--- src/design/ntc_pkg.sv ---
// shared types, constants and lookup tables for the ntc thermistor converter
// no dependencies; used by ntc_div and ntc_thermistor_adc_to_temp_unit
package ntc_pkg;

	localparam int ADC_W          = 12;
	localparam int ADC_FULL_SCALE = 4095;
	localparam int RES_W          = 20;
	localparam int TEMP_W         = 18;
	localparam int DATA_W         = 32;
	localparam int ADDR_W         = 3;

	localparam int TABLE_POINTS = 10;
	localparam int SEGS         = TABLE_POINTS - 1;
	localparam int SEG_W        = $clog2(SEGS);
	localparam int TAB_W        = 22;
	localparam int DT_W         = 15;
	localparam int NUM_W        = 40;
	localparam int PROD_W       = TAB_W + DT_W;

	// divider geometry: 36-bit dividend for the resistance, 22-bit divisor for the slope
	localparam int R_W        = 36;
	localparam int DIV_RW     = TAB_W;
	localparam int DIV_CW     = $clog2(R_W + 1);
	localparam int FRAC_STEPS = 17;

	localparam int RES_RESET = 10000;
	localparam logic signed [TEMP_W-1:0] T_MIN_MILLI = -18'sd40000;
	localparam logic signed [TEMP_W-1:0] T_MAX_MILLI = 18'sd120000;

	// register word index, taken from paddr[2]
	localparam logic REG_FIXED_RES = 1'b0;

	typedef logic        [TAB_W-1:0]  tab_res_arr_t  [TABLE_POINTS];
	typedef logic signed [TEMP_W-1:0] tab_temp_arr_t [TABLE_POINTS];
	typedef logic        [TAB_W-1:0]  seg_res_arr_t  [SEGS];
	typedef logic        [DT_W-1:0]   seg_dt_arr_t   [SEGS];
	typedef logic signed [NUM_W-1:0]  seg_c_arr_t    [SEGS];

	// resistance in 0.1 ohm, falling with the index
	localparam tab_res_arr_t TAB_RES = '{
		22'd3327760, 22'd964810, 22'd325660, 22'd124860, 22'd100000,
		22'd53310, 22'd24900, 22'd10710, 22'd6781, 22'd3873
	};

	// temperature in milli-degrees, rising with the index
	localparam tab_temp_arr_t TAB_TEMP = '{
		-18'sd40000, -18'sd20000, 18'sd0, 18'sd20000, 18'sd25000,
		18'sd40000, 18'sd60000, 18'sd85000, 18'sd100000, 18'sd120000
	};

	function automatic seg_res_arr_t calc_seg_rb();
		seg_res_arr_t a;
		for (int k = 0; k < SEGS; k++) begin
			a[k] = TAB_RES[k+1];
		end
		return a;
	endfunction

	function automatic seg_res_arr_t calc_seg_dr();
		seg_res_arr_t a;
		for (int k = 0; k < SEGS; k++) begin
			a[k] = TAB_RES[k] - TAB_RES[k+1];
		end
		return a;
	endfunction

	function automatic seg_dt_arr_t calc_seg_dt();
		seg_dt_arr_t a;
		for (int k = 0; k < SEGS; k++) begin
			a[k] = DT_W'(TAB_TEMP[k+1] - TAB_TEMP[k]);
		end
		return a;
	endfunction

	// upper temperature times resistance span of each segment
	function automatic seg_c_arr_t calc_seg_c();
		seg_c_arr_t a;
		for (int k = 0; k < SEGS; k++) begin
			a[k] = NUM_W'(longint'(TAB_TEMP[k+1]) * longint'(TAB_RES[k] - TAB_RES[k+1]));
		end
		return a;
	endfunction

	localparam seg_res_arr_t SEG_RB = calc_seg_rb();
	localparam seg_res_arr_t SEG_DR = calc_seg_dr();
	localparam seg_dt_arr_t  SEG_DT = calc_seg_dt();
	localparam seg_c_arr_t   SEG_C  = calc_seg_c();

	typedef struct packed {
		logic              load;
		logic [DIV_CW-1:0] steps;
		logic [DIV_RW-1:0] rem_init;
		logic [R_W-1:0]    quo_init;
		logic [DIV_RW-1:0] divisor;
	} div_req_t;

endpackage

--- src/design/ntc_div.sv ---
// shared radix-2 restoring divider, one quotient bit per cycle
// depends on ntc_pkg for widths and the request struct
module ntc_div (
	input  logic              clk,
	input  logic              arst_n,
	input  ntc_pkg::div_req_t req,
	output logic              done,
	output logic [ntc_pkg::R_W-1:0] quotient
);

	localparam int RW = ntc_pkg::DIV_RW;
	localparam int QW = ntc_pkg::R_W;
	localparam int CW = ntc_pkg::DIV_CW;

	logic [RW-1:0] rem_q;
	logic [QW-1:0] quo_q;
	logic [RW-1:0] dvs_q;
	logic [CW-1:0] cnt_q;
	logic          done_q;
	logic [RW+1:0] trial;
	logic          ge;

	// partial remainder stays below the divisor, so one subtract decides the bit
	assign trial = {1'b0, rem_q, quo_q[QW-1]} - {2'b00, dvs_q};
	assign ge    = ~trial[RW+1];

	always_ff @(posedge clk or negedge arst_n) begin
		if (!arst_n) begin
			cnt_q  <= '0;
			done_q <= 1'b0;
		end else begin
			done_q <= 1'b0;
			if (req.load) begin
				cnt_q <= req.steps;
			end else if (cnt_q != '0) begin
				cnt_q  <= cnt_q - 1'b1;
				done_q <= (cnt_q == CW'(1));
			end
		end
	end

	always_ff @(posedge clk) begin
		if (req.load) begin
			rem_q <= req.rem_init;
			quo_q <= req.quo_init;
			dvs_q <= req.divisor;
		end else if (cnt_q != '0) begin
			rem_q <= ge ? trial[RW-1:0] : {rem_q[RW-2:0], quo_q[QW-1]};
			quo_q <= {quo_q[QW-2:0], ge};
		end
	end

	assign done     = done_q;
	assign quotient = quo_q;

endmodule

--- src/design/ntc_thermistor_adc_to_temp_unit.sv ---
// top level of the ntc thermistor adc-to-temperature converter
// depends on ntc_pkg and ntc_div
//
// usage:
//   command channel: raise start with adc_sample; the transfer happens at the
//   rising edge where start is high and busy is low. busy stays high until
//   the result has been produced.
//   result channel: done pulses for exactly one cycle with temperature_milli_c
//   (signed milli-degrees celsius, -40000 to 120000). the receiver cannot
//   stall, so the result must be captured in that cycle.
//   config: apb-style port, one register fixed_resistor_ohm at byte address 0,
//   reset value 10000; write only while the block is idle. pready is always 1.
// sequence:
//   a regular sample passes through prep, resistance division (36 quotient
//   bits), segment search, multiply, numerator setup and interpolation
//   division (17 quotient bits) before done is raised; the shared divider
//   produces one quotient bit per cycle. a resistance outside the table
//   raises done after the search, a zero or full-scale sample after prep.
//   a new transfer can be taken in the done cycle.
// reset: asynchronous, active low; the sequencer returns to idle, no result
//   pending, and the register returns to 10000
module ntc_thermistor_adc_to_temp_unit (
	input  logic                             clk,
	input  logic                             arst_n,
	// command channel
	input  logic                             start,
	output logic                             busy,
	input  logic [ntc_pkg::ADC_W-1:0]        adc_sample,
	// result channel
	output logic                             done,
	output logic signed [ntc_pkg::TEMP_W-1:0] temperature_milli_c,
	// configuration port
	input  logic                             psel,
	input  logic                             penable,
	input  logic                             pwrite,
	input  logic [ntc_pkg::ADDR_W-1:0]       paddr,
	input  logic [ntc_pkg::DATA_W-1:0]       pwdata,
	output logic [ntc_pkg::DATA_W-1:0]       prdata,
	output logic                             pready
);

	localparam int ADC_W  = ntc_pkg::ADC_W;
	localparam int RES_W  = ntc_pkg::RES_W;
	localparam int TEMP_W = ntc_pkg::TEMP_W;
	localparam int R_W    = ntc_pkg::R_W;
	localparam int TAB_W  = ntc_pkg::TAB_W;
	localparam int SEG_W  = ntc_pkg::SEG_W;
	localparam int SEGS   = ntc_pkg::SEGS;
	localparam int NUM_W  = ntc_pkg::NUM_W;
	localparam int PROD_W = ntc_pkg::PROD_W;
	localparam int FRAC   = ntc_pkg::FRAC_STEPS;
	localparam int RW     = ntc_pkg::DIV_RW;
	localparam int CW     = ntc_pkg::DIV_CW;

	typedef enum logic [6:0] {
		ST_IDLE = 7'b0000001,
		ST_PREP = 7'b0000010,
		ST_DIV1 = 7'b0000100,
		ST_SRCH = 7'b0001000,
		ST_MUL  = 7'b0010000,
		ST_NUM  = 7'b0100000,
		ST_DIV2 = 7'b1000000
	} state_t;

	state_t                     state_q;
	logic [RES_W-1:0]           fixed_res_q;
	logic [ADC_W-1:0]           adc_q;
	logic [R_W-1:0]             r_q;
	logic [SEG_W-1:0]           seg_q;
	logic [TAB_W-1:0]           rd_q;
	logic [PROD_W-1:0]          prod_q;
	logic                       neg_q;
	logic signed [TEMP_W-1:0]   temp_q;
	logic                       done_q;

	// config write and read
	logic cfg_wr;
	assign cfg_wr = psel & penable & pwrite & pready;
	assign pready = 1'b1;

	always_ff @(posedge clk or negedge arst_n) begin
		if (!arst_n) begin
			fixed_res_q <= RES_W'(ntc_pkg::RES_RESET);
		end else if (cfg_wr && paddr[2] == ntc_pkg::REG_FIXED_RES) begin
			fixed_res_q <= pwdata[RES_W-1:0];
		end
	end

	always_comb begin
		prdata = '0;
		if (paddr[2] == ntc_pkg::REG_FIXED_RES) begin
			prdata = {{(ntc_pkg::DATA_W-RES_W){1'b0}}, fixed_res_q};
		end
	end

	// sample classification
	logic adc_zero;
	logic adc_full;
	assign adc_zero = (adc_q == '0);
	assign adc_full = (adc_q >= ADC_W'(ntc_pkg::ADC_FULL_SCALE));

	// resistance numerator: fixed_res * 10 * (full_scale - adc)
	logic [ADC_W-1:0] adc_diff;
	logic [R_W-1:0]   res10;
	logic [R_W-1:0]   res_num;
	assign adc_diff = ADC_W'(ntc_pkg::ADC_FULL_SCALE) - adc_q;
	assign res10    = ({{(R_W-RES_W){1'b0}}, fixed_res_q} << 3)
	                + ({{(R_W-RES_W){1'b0}}, fixed_res_q} << 1);
	assign res_num  = res10 * {{(R_W-ADC_W){1'b0}}, adc_diff};

	// segment search against the constant table, lowest matching segment wins
	logic             above_tab;
	logic             seg_hit;
	logic [SEG_W-1:0] seg_sel;
	assign above_tab = (r_q > {{(R_W-TAB_W){1'b0}}, ntc_pkg::TAB_RES[0]});

	always_comb begin
		seg_hit = 1'b0;
		seg_sel = '0;
		for (int k = SEGS - 1; k >= 0; k--) begin
			if (r_q <= {{(R_W-TAB_W){1'b0}}, ntc_pkg::TAB_RES[k]} &&
			    r_q >= {{(R_W-TAB_W){1'b0}}, ntc_pkg::TAB_RES[k+1]}) begin
				seg_hit = 1'b1;
				seg_sel = SEG_W'(k);
			end
		end
	end

	// interpolation numerator: t_b*dr - (r - r_b)*dt, split into sign and magnitude
	logic signed [NUM_W-1:0] interp_num;
	logic [NUM_W-1:0]        interp_mag;
	assign interp_num = ntc_pkg::SEG_C[seg_q] - $signed({{(NUM_W-PROD_W){1'b0}}, prod_q});
	assign interp_mag = interp_num[NUM_W-1] ? NUM_W'(-interp_num) : NUM_W'(interp_num);

	// shared divider
	ntc_pkg::div_req_t div_req;
	logic              div_done;
	logic [R_W-1:0]    div_quo;

	always_comb begin
		div_req = '0;
		if (state_q == ST_PREP && !adc_zero && !adc_full) begin
			div_req.load     = 1'b1;
			div_req.steps    = CW'(R_W);
			div_req.rem_init = '0;
			div_req.quo_init = res_num;
			div_req.divisor  = {{(RW-ADC_W){1'b0}}, adc_q};
		end else if (state_q == ST_NUM) begin
			// quotient is known to fit the fraction step count, so the upper
			// bits of the magnitude seed the remainder directly
			div_req.load     = 1'b1;
			div_req.steps    = CW'(FRAC);
			div_req.rem_init = interp_mag[FRAC+RW-1:FRAC];
			div_req.quo_init = {interp_mag[FRAC-1:0], {(R_W-FRAC){1'b0}}};
			div_req.divisor  = ntc_pkg::SEG_DR[seg_q];
		end
	end

	ntc_div u_div (
		.clk      (clk),
		.arst_n   (arst_n),
		.req      (div_req),
		.done     (div_done),
		.quotient (div_quo)
	);

	logic [TEMP_W-1:0] quo_mag;
	assign quo_mag = {{(TEMP_W-FRAC){1'b0}}, div_quo[FRAC-1:0]};

	// sequencer
	always_ff @(posedge clk or negedge arst_n) begin
		if (!arst_n) begin
			state_q <= ST_IDLE;
			done_q  <= 1'b0;
		end else begin
			done_q <= 1'b0;
			case (state_q)
				ST_IDLE: begin
					if (start) begin
						state_q <= ST_PREP;
					end
				end
				ST_PREP: begin
					if (adc_zero || adc_full) begin
						done_q  <= 1'b1;
						state_q <= ST_IDLE;
					end else begin
						state_q <= ST_DIV1;
					end
				end
				ST_DIV1: begin
					if (div_done) begin
						state_q <= ST_SRCH;
					end
				end
				ST_SRCH: begin
					if (above_tab || !seg_hit) begin
						done_q  <= 1'b1;
						state_q <= ST_IDLE;
					end else begin
						state_q <= ST_MUL;
					end
				end
				ST_MUL: begin
					state_q <= ST_NUM;
				end
				ST_NUM: begin
					state_q <= ST_DIV2;
				end
				ST_DIV2: begin
					if (div_done) begin
						done_q  <= 1'b1;
						state_q <= ST_IDLE;
					end
				end
				default: begin
					state_q <= ST_IDLE;
				end
			endcase
		end
	end

	// datapath registers
	always_ff @(posedge clk) begin
		case (state_q)
			ST_IDLE: begin
				if (start) begin
					adc_q <= adc_sample;
				end
			end
			ST_PREP: begin
				// zero sample saturates high resistance, full scale means zero ohms
				if (adc_zero) begin
					temp_q <= ntc_pkg::T_MIN_MILLI;
				end else if (adc_full) begin
					temp_q <= ntc_pkg::T_MAX_MILLI;
				end
			end
			ST_DIV1: begin
				if (div_done) begin
					r_q <= div_quo;
				end
			end
			ST_SRCH: begin
				if (above_tab) begin
					temp_q <= ntc_pkg::T_MIN_MILLI;
				end else if (!seg_hit) begin
					temp_q <= ntc_pkg::T_MAX_MILLI;
				end else begin
					seg_q <= seg_sel;
					rd_q  <= r_q[TAB_W-1:0] - ntc_pkg::SEG_RB[seg_sel];
				end
			end
			ST_MUL: begin
				prod_q <= {{(PROD_W-TAB_W){1'b0}}, rd_q}
				        * {{(PROD_W-ntc_pkg::DT_W){1'b0}}, ntc_pkg::SEG_DT[seg_q]};
			end
			ST_NUM: begin
				neg_q <= interp_num[NUM_W-1];
			end
			ST_DIV2: begin
				// truncation toward zero: divide the magnitude, then restore the sign
				if (div_done) begin
					temp_q <= neg_q ? $signed(-quo_mag) : $signed(quo_mag);
				end
			end
			default: begin
			end
		endcase
	end

	assign busy                = (state_q != ST_IDLE);
	assign done                = done_q;
	assign temperature_milli_c = temp_q;

endmodule
--- config.mk ---
export PLATFORM = sky130hd
export DESIGN_NAME = ntc_thermistor_adc_to_temp_unit
export DESIGN_NICKNAME = d
export VERILOG_FILES = /design/src/design/ntc_pkg.sv /design/src/design/ntc_div.sv /design/src/design/ntc_thermistor_adc_to_temp_unit.sv
export SDC_FILE = /design/constraint.sdc
export NUM_CORES = 2
export LEC_CHECK = 0
export BUFFER_PORTS_ARGS = -buffer_cell sky130_fd_sc_hd__buf_2
export CAP_MARGIN = 10
export CORE_MARGIN = 3
export CORE_UTILIZATION = 40
export DETAILED_ROUTE_END_ITERATION = 7
export GPL_ROUTABILITY_DRIVEN = 0
export GPL_TIMING_DRIVEN = 1
export PLACE_DENSITY = 0.61
export SYNTH_ARGS = -nofsm -noshare
export SYNTH_HDL_FRONTEND = slang
export SYNTH_SLANG_ARGS = --single-unit
--- constraint.sdc ---
create_clock -name clk -period 10.25 [get_ports clk]
set_input_delay 2.05 -clock clk [delete_from_list [all_inputs] [get_ports clk]]
set_output_delay 2.05 -clock clk [all_outputs]
set_load 0.02 [all_outputs]
==> Word-level counts from Yosys, hierarchy flattened <==
Memory sizes are Yosys's and may differ from the RTL's.
Cells that the tools add are included.
{ "word_totals": {"ff_bits": 245, "rom_bits": 1584, "out_inout_bits": 53, "n_memories": 4} }
{ "memory_table": {"columns": ["name", "words", "word_bits", "read_ports", "rd_ports_with_merged_regs", "wr", "line_no", "text"], "rows": [
  ["(name not given)", 16, 40, 1, 0, 0, "ntc_thermistor_adc_to_temp_unit.sv:132", "assign interp_num = ntc_pkg::SEG_C[seg_q] - $signed({{(NUM_W-PROD_W){1'b0}}, prod_q});"],
  ["(name not given)", 16, 22, 1, 0, 0, "ntc_thermistor_adc_to_temp_unit.sv:251", "rd_q <= r_q[TAB_W-1:0] - ntc_pkg::SEG_RB[seg_sel];"],
  ["(name not given)", 16, 22, 1, 0, 0, "ntc_thermistor_adc_to_temp_unit.sv:155", "div_req.divisor = ntc_pkg::SEG_DR[seg_q];"],
  ["(name not given)", 16, 15, 1, 0, 0, "ntc_thermistor_adc_to_temp_unit.sv:256", "* {{(PROD_W-ntc_pkg::DT_W){1'b0}}, ntc_pkg::SEG_DT[seg_q]};"]
]} }
{ "classes": {"addsub": 8, "multipliers": 2, "n_lt_le_gt_ge": 22, "n_eq_ne": 14, "n_mux": 56, "bitwise_logic": 8, "reduce_logical": 27} }
{ "op_table": {"columns": ["operator", "count"], "rows": [
  ["$mux 87", 2],
  ["$mux 22", 7],
  ["$mux 18", 6],
  ["$mux 40", 2],
  ["$ge 36x17->1 const B", 2],
  ["$le 36x17->1 const B", 2],
  ["$mux 36", 2],
  ["$pmux 18 s3", 1],
  ["$pmux 7 s7", 1],
  ["$sub 40x38->40", 1],
  ["$mux 39", 1],
  ["$neg 39->39", 1],
  ["$mul 22x15->37", 1],
  ["$ge 36x12->1 const B", 1],
  ["$ge 36x13->1 const B", 1],
  ["$ge 36x14->1 const B", 1],
  ["$ge 36x15->1 const B", 1],
  ["$ge 36x16->1 const B", 1],
  ["$ge 36x19->1 const B", 1],
  ["$ge 36x20->1 const B", 1],
  ["$gt 36x22->1 const B", 1],
  ["$le 36x13->1 const B", 1],
  ["$le 36x14->1 const B", 1],
  ["$le 36x15->1 const B", 1],
  ["other kinds (48)", 97]
]} }

==> Logic depth before layout (Yosys ltp) <==
{ "logic_depth": {"depth_word": 16, "mapped_depth": 35} }

==> Modules after synthesis <==
Synthesis repeated with hierarchy kept, for this count alone.
{ "hier_totals": {"cells_unflattened": 3699, "area_unflattened_um2": 34468.1} }
{ "modules_own_cells": {"columns": ["module", "n_inst", "cells_per_inst", "area_per_inst_um2", "seq_area_each_um2"], "rows": [
  ["ntc_thermistor_adc_to_temp_unit", 1, 3281, 29425.7, 4521.8],
  ["ntc_div", 1, 418, 5042.3, 2577.5]
]} }

==> Worst setup path after synthesis <==
Ideal clock, no wire load.
{ "synth_timing": {"path_kind": "reg2reg", "start": "register fixed_res_q[1]", "end": "register u_div.quo_q[35] (netlist: u_div.quotient[35]), data pin", "setup_ps": 267, "arrival_time_ps": 7481, "required_ps": 9983, "slack_ps": 2502, "path_stages_with_launch": 34, "path_buffers": 2, "synth_period_minus_slack_ps": 7748, "path_cell_list": "dfrtp_1 -> clkinv_1 -> fa_1 -> nor2b_1 -> o21ai_0 -> a21oi_1 -> o21ai_0 -> a21boi_1 -> o2111ai_1 -> a31oi_1 -> a21o_1 -> a21oi_1 -> xnor2_1 -> clkbuf_1 -> nand2b_1 -> fa_1 -> fa_1 -> inv_1 -> fa_1 -> fa_1 -> inv_1 -> fa_1 -> inv_1 -> ha_1 -> clkbuf_1 -> a21o_1 -> a21oi_1 -> o21ai_0 -> a31oi_1 -> a31oi_1 -> a21o_1 -> a21oi_1 -> xnor2_1 -> o21ai_0"} }
{ "synth_via": {"elab_chain_len": 4} }
{ "synth_rtl": {"columns": ["element", "line_no", "text"], "rows": [
  ["start, declared", "ntc_thermistor_adc_to_temp_unit.sv:66", "logic [RES_W-1:0] fixed_res_q;"],
  ["start signal, assigned", "ntc_thermistor_adc_to_temp_unit.sv:83", "fixed_res_q <= RES_W'(ntc_pkg::RES_RESET);"],
  ["start signal, assigned", "ntc_thermistor_adc_to_temp_unit.sv:85", "fixed_res_q <= pwdata[RES_W-1:0];"],
  ["$add 23x21->24", "ntc_thermistor_adc_to_temp_unit.sv:108", "+ ({{(R_W-RES_W){1'b0}}, fixed_res_q} << 1);"],
  ["$mul 24x12->36", "ntc_thermistor_adc_to_temp_unit.sv:109", "assign res_num = res10 * {{(R_W-ADC_W){1'b0}}, adc_diff};"],
  ["$mux 87", "ntc_thermistor_adc_to_temp_unit.sv:142", "if (state_q == ST_PREP && !adc_zero && !adc_full) begin"],
  ["$mux 36", "ntc_div.sv:43", "if (req.load) begin"],
  ["end signal, assigned", "ntc_div.sv:45", "quo_q <= req.quo_init;"],
  ["end signal, assigned", "ntc_div.sv:49", "quo_q <= {quo_q[QW-2:0], ge};"],
  ["end, declared", "ntc_div.sv:16", "logic [QW-1:0] quo_q;"]
]} }
No other way between the ends.
A chain may end at the register's enable or synchronous reset.

==> Worst setup path in the final report <==
{ "layout_timing": {"start": "register fixed_res_q[1]", "end": "register u_div.quo_q[34] (netlist: u_div.quotient[34]), data pin"} }
The elaborated chain is that of the path after synthesis.

==> results.py <==
metrics = {
    "clock_tree": {
        "numCtsBuffers": 30,
        "htree_num_levels": 1,
        "cts-root-buf": "clkbuf_16",
        "cts_resized": 0,
        "path_clk_slew_ns": 0.06,
        "clkSinkCount": 240,
        "hold_buffers": 0,
        "tritoncts": "done",
        "insertion_delay_ns": 0.63,
        "max-clock-path-buffers": 3,
        "postCtsSetupBuffers": 0,
    },
    "yosys": {
        "ys_ff_latch": 240,
        "synth_top_area_cell": "fa_1",
        "synthTopCellsByArea": "fa_1, edfxtp_1, ha_1",
        "synth.avg_cell_area_um2": 9.19,
        "synth_cells": 3669,
        "post-synth-top-count-cell": "inv_1",
        "synth_edf_count": 205,
        "netlist_area_mm2": 0.0337,
        "synth_top_area_share_pct": 23.3,
        "ys_types": 96,
        "async_reset_ff_share_pct": 14.6,
        "synth_top_flop_cell": "edfxtp_1",
        "ys_seq_area_share_pct": 20.9,
        "yosysWarnings": 0,
        "synth_common_cells": "inv_1, fa_1, ha_1, nand2_1, edfxtp_1",
    },
    "grt": {
        "grt_usage_pct": 19.8,
        "grt_pass1_vias": 25700,
        "grt_max_degree": 67,
        "antenna_found_initial": 0,
        "overflow": 0,
        "grt_first_pass_wirelength_um": 139000,
    },
    "routing": {
        "drtIter0Drc": 1997,
        "ant_nets": 0,
        "drt_wl_total_um": 85400,
        "viasPerCell": 5.30,
        "drtPass1Iterations": 5,
        "vias": 25300,
        "wl_per_cell_um": 17.9,
        "drc": 0,
    },
    "outcome": {
        "outcome": "finished clean",
    },
    "worst_setup_path": {
        "critPathMaxFanout": 9,
        "slowest_delay_ns": 0.77,
        "arrival_ns": 9.39,
        "crit_required_ns": 10.56,
        "crit_slowest_cell": "xor2_1",
        "path_common_cell": "fa_1",
        "cp-start-kind": "register",
        "worstSetupPathType": "register to register",
        "endpoint_kind": "register",
    },
    "floorplan": {
        "ios": 106,
        "dieArea_mm2": 0.0878,
        "chipWidth_um": 296,
        "core_region_area_mm2": 0.0828,
        "start_util_pct": 40.7,
        "rows": 105,
        "fp.dieH_um": 296,
    },
    "place": {
        "place_hpwl_um": 66800,
        "port-buffer-count": 78,
    },
    "sta": {
        "finalClockSkew_ns": 0.0552,
        "finalHoldViolations": 0,
        "fin_crit_ns": 9.08,
        "slew-limit-headroom_pct": 19.8,
        "slew_violations": 0,
        "fmax_ghz": 0.110,
        "finalCritPeriodShare_pct": 88.6,
        "worst_slew_pin_slew_ns": 1.20,
        "final-setup-viol-count": 0,
        "rsz0062_at_grt": "no",
        "setup_tns_ns": 0,
    },
    "finish": {
        "layout.nets": 4441,
        "final_util_pct": 43.7,
        "diodes": 0,
        "drive_gt1_share_pct": 7.43,
        "areaGrowthSynthToFinish_pct": 7.25,
    },
    "min_path": {
        "hp-class": "register to register",
    },
    "run": {
        "cap_viol_max_count": 0,
    },
}
[cells by family after synthesis]
group                      share of synthesized area, %
xor gates and xnor gates                           4.88
other                                            0.0223
AOI/OAI and AO/OA                                  11.5
and+or+nand+nor                                    18.0
DFF                                                20.9
muxes                                              1.24
buffers and inverters                              8.33
adders and majority gates                          35.2
[path summary, 6_finish.rpt]
path	depth (start not counted)	slack (ns)	endpoint	startpoint
setup / recovery	28	1.17	u_div.quotient[34]	fixed_res_q[1]
hold reg to reg	0	0.45	r_q[22]	u_div.quotient[22]
hold / removal	0	0.45	r_q[22]	u_div.quotient[22]
min in group asynchronous	1	1.57	u_div.cnt_q[0]	arst_n
setup reg to reg	28	1.17	u_div.quotient[34]	fixed_res_q[1]
max in group asynchronous	1	8.10	fixed_res_q[1]	arst_n
[cells in the final DEF, fill, tap and decap left out, types with 21 or more instances in the layout]
| cell type | netlist | routed |
|---|---|---|
| o21ai_0 | 119 | 119 |
| nand2b_1 | 175 | 175 |
| nor3_1 | 41 | 41 |
| o22ai_1 | 23 | 23 |
| inv_1 | 564 | 564 |
| nand2_1 | 306 | 305 |
| edfxtp_1 | 205 | 205 |
| xor2_1 | 76 | 76 |
| clkbuf_16 | 0 | 30 |
| nand3_1 | 67 | 67 |
| xnor2_1 | 110 | 110 |
| dfrtp_1 | 29 | 29 |
| ha_1 | 319 | 319 |
| or2_2 | 36 | 36 |
| buf_4 | 13 | 46 |
| buf_2 | 10 | 78 |
| a31oi_1 | 30 | 29 |
| a21o_1 | 58 | 58 |
| and2_1 | 70 | 70 |
| nor2_1 | 195 | 194 |
| fa_1 | 393 | 393 |
| mux2_2 | 21 | 21 |
| nor2b_1 | 136 | 135 |
| o21a_1 | 24 | 24 |
| a21oi_1 | 159 | 158 |
| and3_1 | 24 | 24 |
[metal layers]
metal,share of wire [%],vias up,GRT usage (%),wire length [um]
met2,44,624,31.3,37900
met1,47,12500,28.8,40200
met3,6.1,113,2.87,5190
li1,-,12100,-,-
met5,0,-,0,0
met4,2.4,0,4.86,2030
[through the flow]
stage                     hold WS (ns)  setup slack, ns  area, um^2  cells
after detailed placement         0.435             1.23       35200   4714
after global placement           0.432             1.27       35200   4714
after CTS                        0.450             1.17       36200   4769
after global routing             0.458            0.624       36200   4769
final                            0.448             1.17       36200   4769
after floorplan                  0.426             2.50       33800   3680
[worst max-delay path: cells and delay by family (launching register included)]
family,cells,cell delay [ns]
compound gates,11,2.41
xor+xnor,1,0.77
fa+ha+maj,7,3.61
buf+inv,4,0.58
flops,1,0.56
mux,1,0.20
simple gates,4,0.69
[final cells by class]
type,instances,area [um^2]
Multi-Input combinational cell,2710,23900
Sequential cell,240,7040
Inverter,570,2140
Clock inverter,22,208
Clock buffer,33,762
Fill cell,8106,46600
Tap cell,1070,1340
Timing Repair Buffer,124,736
[registers in the layout (all words and copies together) (netlist names)]
signal,count
done,1
adc_q,12
state_q,7
prod_q,34
u_div.rem_q,22
rd_q,22
temperature_milli_c,18
seg_q,4
u_div.dvs_q,20
u_div.done,1
fixed_res_q,20
neg_q,1
u_div.quotient,36
u_div.cnt_q,6
r_q,36
Power is not shown: default switching activity piles up to over one toggle a cycle in this logic, so the estimate is an artifact.
